$ cat src/mset_pkg.sv
// Shared types, constants and codes for the multi-slot expiry timer.
package mset_pkg;

  localparam int DEF_NUM_SLOTS = 8;
  localparam int DEF_TIME_BITS = 48;

  localparam int CMD_W   = 2;
  localparam int SLOT_W  = 3;
  localparam int TMO_W   = 32;
  localparam int UNITS_W = 20;
  localparam int MASK_W  = 8;
  localparam int DELTA_W = 48;
  localparam int PROD_W  = TMO_W + UNITS_W;

  localparam int IN_DATA_W  = 40;
  localparam int OUT_DATA_W = MASK_W + MASK_W + DELTA_W;

  localparam logic [UNITS_W-1:0] UNITS_RESET = UNITS_W'(1000);

  typedef enum logic [CMD_W-1:0] {
    CMD_TICK   = 2'd0,
    CMD_SET    = 2'd1,
    CMD_STOP   = 2'd2,
    CMD_UNUSED = 2'd3
  } cmd_e;

  typedef enum logic [2:0] {
    ST_IDLE,
    ST_APPLY,
    ST_ARM,
    ST_SCAN,
    ST_DRAIN,
    ST_PUBLISH
  } state_e;

  typedef struct packed {
    logic ready;
    logic apply;
    logic arm;
    logic scan_start;
    logic publish;
  } ctrl_cmd_t;

  typedef struct packed {
    logic scan_done;
    logic out_free;
  } dp_status_t;

endpackage

$ cat src/mset_ctrl.sv
// Sequencer for one command: apply, arm, slot scan, result publish.
module mset_ctrl (
  input  logic                   clk_i,
  input  logic                   rst_ni,
  input  logic                   in_valid_i,
  input  mset_pkg::dp_status_t   status_i,
  output mset_pkg::ctrl_cmd_t    cmd_o
);

  mset_pkg::state_e state_q, state_d;

  always_ff @(posedge clk_i or negedge rst_ni) begin
    if (!rst_ni) begin
      state_q <= mset_pkg::ST_IDLE;
    end else begin
      state_q <= state_d;
    end
  end

  always_comb begin
    state_d = state_q;
    case (state_q)
      mset_pkg::ST_IDLE: begin
        if (in_valid_i) state_d = mset_pkg::ST_APPLY;
      end
      mset_pkg::ST_APPLY:   state_d = mset_pkg::ST_ARM;
      mset_pkg::ST_ARM:     state_d = mset_pkg::ST_SCAN;
      mset_pkg::ST_SCAN:    state_d = mset_pkg::ST_DRAIN;
      mset_pkg::ST_DRAIN: begin
        if (status_i.scan_done) state_d = mset_pkg::ST_PUBLISH;
      end
      mset_pkg::ST_PUBLISH: begin
        if (status_i.out_free) state_d = mset_pkg::ST_IDLE;
      end
      default:              state_d = mset_pkg::ST_IDLE;
    endcase
  end

  always_comb begin
    cmd_o = '0;
    case (state_q)
      mset_pkg::ST_IDLE:    cmd_o.ready      = 1'b1;
      mset_pkg::ST_APPLY:   cmd_o.apply      = 1'b1;
      mset_pkg::ST_ARM:     cmd_o.arm        = 1'b1;
      mset_pkg::ST_SCAN:    cmd_o.scan_start = 1'b1;
      mset_pkg::ST_PUBLISH: cmd_o.publish    = status_i.out_free;
      default:              cmd_o            = '0;
    endcase
  end

endmodule

$ cat src/mset_datapath.sv
// Time counter, slot flags, expiry memory, scan compare and output register.
module mset_datapath #(
  parameter int NUM_SLOTS = mset_pkg::DEF_NUM_SLOTS,
  parameter int TIME_BITS = mset_pkg::DEF_TIME_BITS
) (
  input  logic                              clk_i,
  input  logic                              rst_ni,
  input  logic                              in_valid_i,
  input  logic [mset_pkg::IN_DATA_W-1:0]    in_data_i,
  input  logic [mset_pkg::CMD_W-1:0]        in_user_i,
  input  logic                              cfg_we_i,
  input  logic [mset_pkg::UNITS_W-1:0]      cfg_wdata_i,
  input  mset_pkg::ctrl_cmd_t               cmd_i,
  output mset_pkg::dp_status_t              status_o,
  output logic                              out_valid_o,
  input  logic                              out_ready_i,
  output logic [mset_pkg::OUT_DATA_W-1:0]   out_data_o
);

  localparam int IDX_W = (NUM_SLOTS > 1) ? $clog2(NUM_SLOTS) : 1;
  localparam logic [63:0] DeltaMax = (64'd1 << (TIME_BITS - 1)) - 64'd1;
  localparam logic [63:0] OutMax   = (64'd1 << mset_pkg::DELTA_W) - 64'd1;

  logic [mset_pkg::UNITS_W-1:0] units_q;
  logic [mset_pkg::CMD_W-1:0]   op_q;
  logic [mset_pkg::SLOT_W-1:0]  slot_q;
  logic [mset_pkg::TMO_W-1:0]   tmo_q;
  logic [mset_pkg::PROD_W-1:0]  prod_q;
  logic [TIME_BITS-1:0]         time_q;
  logic [NUM_SLOTS-1:0]         armed_q, armed_d;
  logic [NUM_SLOTS-1:0]         expired_q, expired_d;
  logic [TIME_BITS-1:0]         mem [NUM_SLOTS];
  logic [TIME_BITS-1:0]         rd_data_q;
  logic [IDX_W-1:0]             rd_idx_q;
  logic                         rd_busy_q;
  logic                         cmp_vld_q;
  logic [IDX_W-1:0]             cmp_idx_q;
  logic [NUM_SLOTS-1:0]         fired_q;
  logic [TIME_BITS-1:0]         best_q;
  logic                         any_q;
  logic                         out_valid_q;
  logic [mset_pkg::OUT_DATA_W-1:0] out_data_q;

  logic                 accept;
  logic                 slot_ok;
  logic [IDX_W-1:0]     slot_idx;
  logic                 do_arm;
  logic [TIME_BITS-1:0] delta_sat;
  logic [TIME_BITS-1:0] rem;
  logic                 cmp_fire;
  logic                 cmp_live;
  logic [NUM_SLOTS+mset_pkg::MASK_W-1:0] fired_pad, expired_pad;
  logic [63:0]          best_wide;
  logic [mset_pkg::DELTA_W-1:0] delta_out;

  assign accept   = in_valid_i && cmd_i.ready;
  assign slot_ok  = 32'(slot_q) < 32'(NUM_SLOTS);
  assign slot_idx = IDX_W'(slot_q);
  assign do_arm   = cmd_i.arm && (op_q == mset_pkg::CMD_SET) && slot_ok && (tmo_q != '0);

  assign delta_sat = (64'(prod_q) > DeltaMax) ? TIME_BITS'(DeltaMax) : TIME_BITS'(prod_q);

  assign rem      = rd_data_q - time_q;
  assign cmp_fire = cmp_vld_q && armed_q[cmp_idx_q] && ((rem == '0) || rem[TIME_BITS-1]);
  assign cmp_live = cmp_vld_q && armed_q[cmp_idx_q] && !cmp_fire;

  always_ff @(posedge clk_i or negedge rst_ni) begin
    if (!rst_ni) begin
      units_q <= mset_pkg::UNITS_RESET;
    end else if (cfg_we_i) begin
      units_q <= cfg_wdata_i;
    end
  end

  always_ff @(posedge clk_i) begin
    if (accept) begin
      op_q   <= in_user_i;
      slot_q <= in_data_i[mset_pkg::SLOT_W-1:0];
      tmo_q  <= in_data_i[mset_pkg::SLOT_W +: mset_pkg::TMO_W];
    end
    if (cmd_i.apply) begin
      prod_q <= mset_pkg::PROD_W'(tmo_q) * mset_pkg::PROD_W'(units_q);
    end
  end

  always_ff @(posedge clk_i or negedge rst_ni) begin
    if (!rst_ni) begin
      time_q <= '0;
    end else if (cmd_i.apply && (op_q == mset_pkg::CMD_TICK)) begin
      time_q <= time_q + TIME_BITS'(1);
    end
  end

  always_comb begin
    armed_d   = armed_q;
    expired_d = expired_q;
    if (cmd_i.apply && slot_ok) begin
      if (op_q == mset_pkg::CMD_SET) begin
        armed_d[slot_idx]   = 1'b0;
        expired_d[slot_idx] = 1'b0;
      end else if (op_q == mset_pkg::CMD_STOP) begin
        armed_d[slot_idx] = 1'b0;
      end
    end
    if (do_arm) begin
      armed_d[slot_idx] = 1'b1;
    end
    if (cmp_fire) begin
      armed_d[cmp_idx_q]   = 1'b0;
      expired_d[cmp_idx_q] = 1'b1;
    end
  end

  always_ff @(posedge clk_i or negedge rst_ni) begin
    if (!rst_ni) begin
      armed_q   <= '0;
      expired_q <= '0;
    end else begin
      armed_q   <= armed_d;
      expired_q <= expired_d;
    end
  end

  // expiry memory: one write port (arm), one registered read port (scan)
  always_ff @(posedge clk_i) begin
    if (do_arm) begin
      mem[slot_idx] <= time_q + delta_sat;
    end
    if (rd_busy_q) begin
      rd_data_q <= mem[rd_idx_q];
    end
  end

  always_ff @(posedge clk_i or negedge rst_ni) begin
    if (!rst_ni) begin
      rd_busy_q <= 1'b0;
      rd_idx_q  <= '0;
      cmp_vld_q <= 1'b0;
      cmp_idx_q <= '0;
    end else begin
      cmp_vld_q <= rd_busy_q;
      cmp_idx_q <= rd_idx_q;
      if (cmd_i.scan_start) begin
        rd_busy_q <= 1'b1;
        rd_idx_q  <= '0;
      end else if (rd_busy_q) begin
        if (rd_idx_q == IDX_W'(NUM_SLOTS - 1)) begin
          rd_busy_q <= 1'b0;
        end else begin
          rd_idx_q <= rd_idx_q + IDX_W'(1);
        end
      end
    end
  end

  always_ff @(posedge clk_i or negedge rst_ni) begin
    if (!rst_ni) begin
      fired_q <= '0;
      best_q  <= '0;
      any_q   <= 1'b0;
    end else if (cmd_i.scan_start) begin
      fired_q <= '0;
      best_q  <= '0;
      any_q   <= 1'b0;
    end else begin
      if (cmp_fire) begin
        fired_q[cmp_idx_q] <= 1'b1;
      end
      if (cmp_live && (!any_q || (rem < best_q))) begin
        best_q <= rem;
        any_q  <= 1'b1;
      end
    end
  end

  assign fired_pad   = {{mset_pkg::MASK_W{1'b0}}, fired_q};
  assign expired_pad = {{mset_pkg::MASK_W{1'b0}}, expired_q};
  assign best_wide   = 64'(best_q);
  assign delta_out   = (best_wide > OutMax) ? '1 : best_wide[mset_pkg::DELTA_W-1:0];

  always_ff @(posedge clk_i or negedge rst_ni) begin
    if (!rst_ni) begin
      out_valid_q <= 1'b0;
    end else if (cmd_i.publish) begin
      out_valid_q <= 1'b1;
    end else if (out_ready_i) begin
      out_valid_q <= 1'b0;
    end
  end

  always_ff @(posedge clk_i) begin
    if (cmd_i.publish) begin
      out_data_q <= {delta_out,
                     expired_pad[mset_pkg::MASK_W-1:0],
                     fired_pad[mset_pkg::MASK_W-1:0]};
    end
  end

  assign status_o.scan_done = !rd_busy_q && !cmp_vld_q;
  assign status_o.out_free  = !out_valid_q || out_ready_i;
  assign out_valid_o        = out_valid_q;
  assign out_data_o         = out_data_q;

  assert property (@(posedge clk_i) disable iff (!rst_ni)
    (armed_q & expired_q) == '0)
    else $error("slot both armed and expired");

  assert property (@(posedge clk_i) disable iff (!rst_ni)
    !any_q || !best_q[TIME_BITS-1])
    else $error("minimum remaining time out of range");

  assert property (@(posedge clk_i) disable iff (!rst_ni)
    cmp_fire |=> expired_q[$past(cmp_idx_q)] && !armed_q[$past(cmp_idx_q)])
    else $error("fired slot not marked expired");

  assert property (@(posedge clk_i) disable iff (!rst_ni)
    cmd_i.publish |-> !rd_busy_q && !cmp_vld_q)
    else $error("result published during scan");

endmodule

$ cat src/multi_slot_expiry_timer_unit.sv
// Top level of the multi-slot expiry timer.
// Each input transfer (tick, set or stop) is applied, then every slot's expiry is read
// from a memory with one write and one read port and compared, one slot per cycle; one result transfer follows
// with the fired slots, all expired flags and the smallest remaining time. The controller
// returns to idle as the result is loaded, so the next command is accepted even if
// that result has not yet been taken.
module multi_slot_expiry_timer_unit #(
  parameter int NUM_SLOTS = mset_pkg::DEF_NUM_SLOTS,
  parameter int TIME_BITS = mset_pkg::DEF_TIME_BITS
) (
  input  logic                             clk_i,
  input  logic                             rst_ni,
  input  logic                             s_axis_tvalid_i,
  output logic                             s_axis_tready_o,
  input  logic [mset_pkg::IN_DATA_W-1:0]   s_axis_tdata_i,  // slot, timeout_ms, zero pad
  input  logic [mset_pkg::CMD_W-1:0]       s_axis_tuser_i,  // cmd
  output logic                             m_axis_tvalid_o,
  input  logic                             m_axis_tready_i,
  output logic [mset_pkg::OUT_DATA_W-1:0]  m_axis_tdata_o,  // fired_mask, expired_mask, next_delta
  input  logic                             cfg_we_i,
  input  logic [mset_pkg::UNITS_W-1:0]     cfg_wdata_i      // units_per_ms
);

  mset_pkg::ctrl_cmd_t  ctrl_cmd;
  mset_pkg::dp_status_t dp_status;

  mset_ctrl u_ctrl (
    .clk_i      (clk_i),
    .rst_ni     (rst_ni),
    .in_valid_i (s_axis_tvalid_i),
    .status_i   (dp_status),
    .cmd_o      (ctrl_cmd)
  );

  mset_datapath #(
    .NUM_SLOTS (NUM_SLOTS),
    .TIME_BITS (TIME_BITS)
  ) u_datapath (
    .clk_i       (clk_i),
    .rst_ni      (rst_ni),
    .in_valid_i  (s_axis_tvalid_i),
    .in_data_i   (s_axis_tdata_i),
    .in_user_i   (s_axis_tuser_i),
    .cfg_we_i    (cfg_we_i),
    .cfg_wdata_i (cfg_wdata_i),
    .cmd_i       (ctrl_cmd),
    .status_o    (dp_status),
    .out_valid_o (m_axis_tvalid_o),
    .out_ready_i (m_axis_tready_i),
    .out_data_o  (m_axis_tdata_o)
  );

  assign s_axis_tready_o = ctrl_cmd.ready;

endmodule

$ cat config.mk
export PLATFORM = sky130hd
export DESIGN_NAME = multi_slot_expiry_timer_unit
export DESIGN_NICKNAME = d
export VERILOG_FILES = /design/src/mset_pkg.sv /design/src/mset_ctrl.sv /design/src/mset_datapath.sv /design/src/multi_slot_expiry_timer_unit.sv
export SDC_FILE = /design/constraint.sdc
export NUM_CORES = 2
export LEC_CHECK = 0
export BUFFER_PORTS_ARGS = -buffer_cell sky130_fd_sc_hd__buf_2
export CAP_MARGIN = 20
export CORE_MARGIN = 2
export CORE_UTILIZATION = 30
export CTS_CLUSTER_SIZE = 10
export DETAILED_ROUTE_END_ITERATION = 10
export PLACE_DENSITY = 0.46
export SETUP_SLACK_MARGIN = 0.5
export SYNTH_ARGS = -nofsm -noshare
export SYNTH_HDL_FRONTEND = slang
export SYNTH_SLANG_ARGS = --single-unit
$ cat constraint.sdc
create_clock -name clk_i -period 7.4 [get_ports clk_i]
set_input_delay 1.48 -clock clk_i [delete_from_list [all_inputs] [get_ports clk_i]]
set_output_delay 1.48 -clock clk_i [all_outputs]
set_load 0.005 [all_outputs]
**After elaboration in Yosys (flattened, before gate mapping)**

Memory sizes are Yosys's and may differ from the RTL's. A register that Yosys moved wholly into a read port is not among the register bits.
Index checks and enable logic that the tools add are counted.

- Bits of input ports: 67
- Memories kept: 1
- Flip-flop bits (word level): 306
- Output and inout port bits: 66
- Bits in writable memories: 384
- Word-level logic and storage cells: 121

- Bitwise gates (word level): 8
- Equal/unequal tests: 12
- Muxes and demuxes: 40
- Magnitude comparators: 7
- Add/sub/neg operators: 4
- Reduce and logical (&&, ||, !) cells: 29
- Multiply operators: 1

Memories:

| memory | words | width | rd ports | clocked after memory_dff | write ports | line | text |
|---|---|---|---|---|---|---|---|
| u_datapath.mem | 8 | 48 | 1 | 1 | 1 | mset_datapath.sv:32 | `logic [TIME_BITS-1:0] mem [NUM_SLOTS];` |

Operators with widths:

| operator | number |
|---|---|
| 48-bit two-way mux | 3 |
| 8-bit two-way mux | 10 |
| 52-bit by 47-bit > comparator with 1-bit output, second input constant | 1 |
| 32-bit by 20-bit multiplier with 52-bit output | 1 |
| 48-bit by 1-bit adder with 48-bit output, second input constant | 1 |
| 48-bit adder | 1 |
| 48-bit > comparator, second input constant | 1 |
| 48-bit zero test | 1 |
| 48-bit < comparator | 1 |
| 48-bit subtractor | 1 |
| 32-bit nonzero test | 1 |
| 8-bit AND | 3 |
| 8-bit bitwise OR | 3 |
| 3-bit two-way mux | 6 |
| 3-bit one-hot mux with 6 select lines | 1 |
| 1-bit two-way mux | 17 |
| 8-bit NOT | 2 |
| 1-bit logical AND | 11 |
| 3-bit == test, second input constant | 3 |
| 3-bit by 4-bit < comparator with 1-bit output, second input constant | 2 |
| 2-bit nonzero test | 4 |
| 1-bit demux with 3-bit select | 2 |
| 3-bit by 2-bit == test with 1-bit output, second input constant | 2 |
| 3-bit by 1-bit greater-or-equal comparator with 1-bit output, second input constant | 2 |
| 13 further kinds | 21 |

**Depth between registers and ports, before layout**

- Depth after elaboration: 13
- Gate-level depth with buffers: 29
- Gate-level depth less buffers: 28

**By module**

Synthesis repeated with hierarchy kept, for this count alone.

- Cell total of the unflattened synthesis: 4,780
- Area, all modules: 54,970.2 um^2

Modules (own cells, without submodules):

| module | area an instance (um^2) | instances | cells each |
|---|---|---|---|
| mset_datapath | 54,763.8 | 1 | 4,760 |
| mset_ctrl | 206.4 | 1 | 20 |

**Worst setup path before layout**

No wires, ideal clock.

- Path type: register -> register
- Start: register u_datapath.units_q[3] (netlist bit)
- End: register u_datapath.prod_q[49] (netlist bit), data pin
- Path buffers: 1
- Data arrival time: 7.152 ns
- Cell stages (with the launch flop): 26
- Setup slack: -0.016 ns
- Cell sequence: dfstp_2 clkbuf_1 and2_1 fa_1 fa_1 inv_1 fa_1 inv_1 fa_1 inv_1 fa_1 inv_1 fa_1 fa_1 ha_1 o21a_1 nor2_1 a211o_1 a311oi_1 o21ai_0 o21ai_0 a41oi_1 o41a_1 o31ai_1 or4_1 nand3_1

- Word-level cells in the longest chain between the ends: 1

Ends and longest elaborated chain:

| what | line | text |
|---|---|---|
| from (decl) | mset_datapath.sv:24 | `logic [mset_pkg::UNITS_W-1:0] units_q;` |
| from (signal assigned) | mset_datapath.sv:69 | `units_q <= mset_pkg::UNITS_RESET;` |
| from (signal assigned) | mset_datapath.sv:71 | `units_q <= cfg_wdata_i;` |
| 32-bit by 20-bit multiplier with 52-bit output | mset_datapath.sv:82 | `prod_q <= mset_pkg::PROD_W'(tmo_q) * mset_pkg::PROD_W'(units_q);` |
| to (signal assigned) | mset_datapath.sv:82 |  |
| to (decl) | mset_datapath.sv:28 | `logic [mset_pkg::PROD_W-1:0] prod_q;` |

Every way passes these cells.
A chain may end at the register's enable or synchronous reset.

**Final worst setup path**

- Start: register u_datapath.units_q[6] (netlist bit)
- End: register u_datapath.prod_q[49] (netlist bit), data pin

The elaborated chain is that of the path after synthesis.

==> flow_summary.yaml <==
final_layout:
  fillCellCount: 18073
  syn_to_final_growth_pct: 16.0
  layout.cells.most_common: "inv_1"
  drive_gt1_share_pct: 16.9
  fin_area_mm2: 0.0636
  postLayoutCoreUtil_pct: 35.1
  fin_nets: 5976
  fin_cells: 7508
  mostFrequentLayoutCells: "inv_1 (694), edfxtp_1 (585), nand2_1 (550)"
worst_setup_path:
  worst_ep_arrival_time_ps: 7620
  max_stage_delay_ps: 570
  crit_path_end_kind: "flip-flop"
  crit_cells: 27
  rrSetupSlack_ps: 170
  cp_num_buf_inv: 7
  critPathCapture: "u_datapath.prod_q[49]"
  start_kind: "flip-flop"
  rr_worst_depth: 27
  criticalPathCategory: "flip-flop to flip-flop"
  crit_top_cell: "fa_1"
  cp-startpoint: "u_datapath.units_q[6]"
  crit_slowest_cell: "fa_1"
  regToRegStartpoint: "u_datapath.units_q[6]"
  worstPathRequired_ps: 7800
  critPathTopFamily: "adder cells"
  r2r_end: "u_datapath.prod_q[49]"
  critical_path_peak_fanout: 6
clocking:
  cts_tree: "yes"
  htree_levels: 3
  clockBufferDepth: 3
  cts_hold_buf: 0
  cts_root_buf: "clkbuf_16"
  clk_pin_slew_ps: 60
  cts_inserted_buffers: 90
  clock_sinks: 738
  clk_latency_ps: 690
timing:
  drv_slew: 0
  skew_ps: 47.1
  timing.hold.ws_ps: 445
  rsz0062_at_grt: "true"
  fmax_ghz: 0.138
  tightest_slew_ps: 1190
  fin_crit_sh_pct: 97.7
  slew_headroom_pct: 20.5
  fin_crit_ps: 7230
  setup_violations: 0
  final-hold-violation-count: 0
place:
  gp_congestion: 0.850
  dpl-instance-area_mm2: 0.0593
  dp_cells: 7257
  portBuffers: 127
  hpwl_um: 109000
run:
  drv_cap: 0
logic_synthesis:
  synth_edf_count: 585
  synth_seq_cells: 738
  synth.distinct_cells: 90
  synth.top_cell.area_share_pct: 32.1
  syn-instance-count: 4816
  synth_seq_area_share_pct: 39.1
  yosys.area.top_type: "edfxtp_1"
  ys.flop_type: "edfxtp_1"
  synthesis.nets: 5727
  synth_area_mm2: 0.0548
  avgSynthCellArea_um2: 11.4
  async_reset_ff_share_pct: 20.7
  yosys_warnings: 0
  synthTopCellsByArea: "edfxtp_1 (32%), fa_1 (20%), ha_1 (7.0%)"
global_routing:
  grt_usage_pct: 15.8
  grt_pass1_vias: 37336
  grt_pass1_wl_um: 228000
  grt_max_degree: 99
  grt_overflow: 0
  grt_antenna_before_repair: 0
detailed_routing:
  drc: 0
  drt_first_pass_iters: 5
  wirelength_um: 147000
  ant_nets: 0
  wl_per_cell_um: 19.6
  viasPerCell: 4.73
  vias: 35508
  first_iter_violations: 1966
floorplan:
  ios: 133
  dieArea_mm2: 0.186
  start_util_pct: 30.3
  die_w_um: 431
  fp.dieH_um: 431
  core_area_mm2: 0.181
  rows: 156
hold_path:
  hp-class: "flip-flop to flip-flop"
status:
  status: "finished clean"
per-layer routing:
metal | GRT usage (%) | vias to the layer above | routed length (µm)
met2 | 25.6 | 594 | 68100
li1 | - | 16539 | -
met3 | 1.80 | 146 | 4870
met1 | 22.8 | 18229 | 71100
met4 | 3.47 | 0 | 3060
met5 | 0 | - | 0
metrics by stage:
step / setup TNS (ps) / setup WS, ps
after floorplan: 0 / 488
after global placement: -689 / -175
after detailed placement: -975 / -220
after CTS: 0 / 51.7
after global routing: -279 / -99.7
final: 0 / 173
registers in the layout, indices dropped and copies added, names as in the netlist, 2 cells and up:
signal,cells
u_datapath.out_data_o,64
u_datapath.time_q,48
u_datapath.prod_q,52
u_datapath.op_q,2
u_datapath.units_q,20
u_datapath.expired_q,8
u_datapath.tmo_q,32
u_datapath.rd_data_q,48
u_datapath.mem,384
u_ctrl.state_q,3
u_datapath.fired_q,8
u_datapath.slot_idx,3
u_datapath.armed_q,8
u_datapath.cmp_idx_q,3
u_datapath.best_q,48
u_datapath.rd_idx_q,3
final cells by class:
class / instances / area [µm²] / area share [%]
well taps: 2370 / 2970 / 4.67
multi-input cells: 3106 / 30400 / 47.8
clock inverters: 19 / 284 / 0.447
inverters: 714 / 2680 / 4.22
repair buffers: 415 / 3320 / 5.23
flip-flops and latches: 738 / 21400 / 33.7
diodes: 2 / 5.00 / 0.00788
clock buffers: 144 / 2490 / 3.93
worst min-delay path by stage:
stage / start / end / slack, ps / depth (start not counted)
final: u_datapath.expired_q[0] / u_datapath.out_data_o[8] / 440 / 0
after global routing: u_datapath.expired_q[0] / u_datapath.out_data_o[8] / 460 / 0
after CTS: u_datapath.expired_q[0] / u_datapath.out_data_o[8] / 450 / 0
after detailed placement: u_datapath.expired_q[0] / u_datapath.out_data_o[8] / 430 / 0
after global placement: u_datapath.expired_q[1] / u_datapath.out_data_o[9] / 430 / 0
after floorplan: u_datapath.rd_idx_q[1] / u_datapath.cmp_idx_q[1] / 380 / 0
logic make-up after synthesis:
kind of cell	count (synthesis)	synth area share, %
and+or+nand+nor	1308	11.8
AOI/OAI and AO/OA	560	6.64
DFF	738	39.1
muxes	214	6.30
buffers and inverters	972	6.73
adders and majority gates	844	26.6
xor gates and xnor gates	180	2.88
cell usage after synthesis, types with 9 or more instances:
master      n
a211oi_1   23
a21o_1     86
a21oi_1   154
a31oi_1    16
and2_1    302
buf_1      13
clkbuf_1  234
dfrtp_1   147
edfxtp_1  585
fa_1      538
ha_1      306
inv_1     713
mux2_2     69
mux2i_1    47
mux4_2     98
nand2_1   556
nand2b_1   28
nand3_1    41
nand4_1    48
nor2_1    142
nor2b_1    24
nor3_1     44
nor4_1     17
o21a_1     50
o21ai_0   111
o21ai_1    11
o21bai_1   18
o31ai_1     9
or3_1      57
xnor2_1   133
xor2_1     47
repair_timing:
action | in CTS | in global routing
setup endpoints to repair | 27 | 26
pin swaps | 46 | 77
setup buffers | 58 | 26
resized for setup | 92 | 107
cloned | 0 | 2
Power is left out: the tool's default activity adds up to more than one toggle a clock period on the data nets, which glitch-free logic cannot reach.
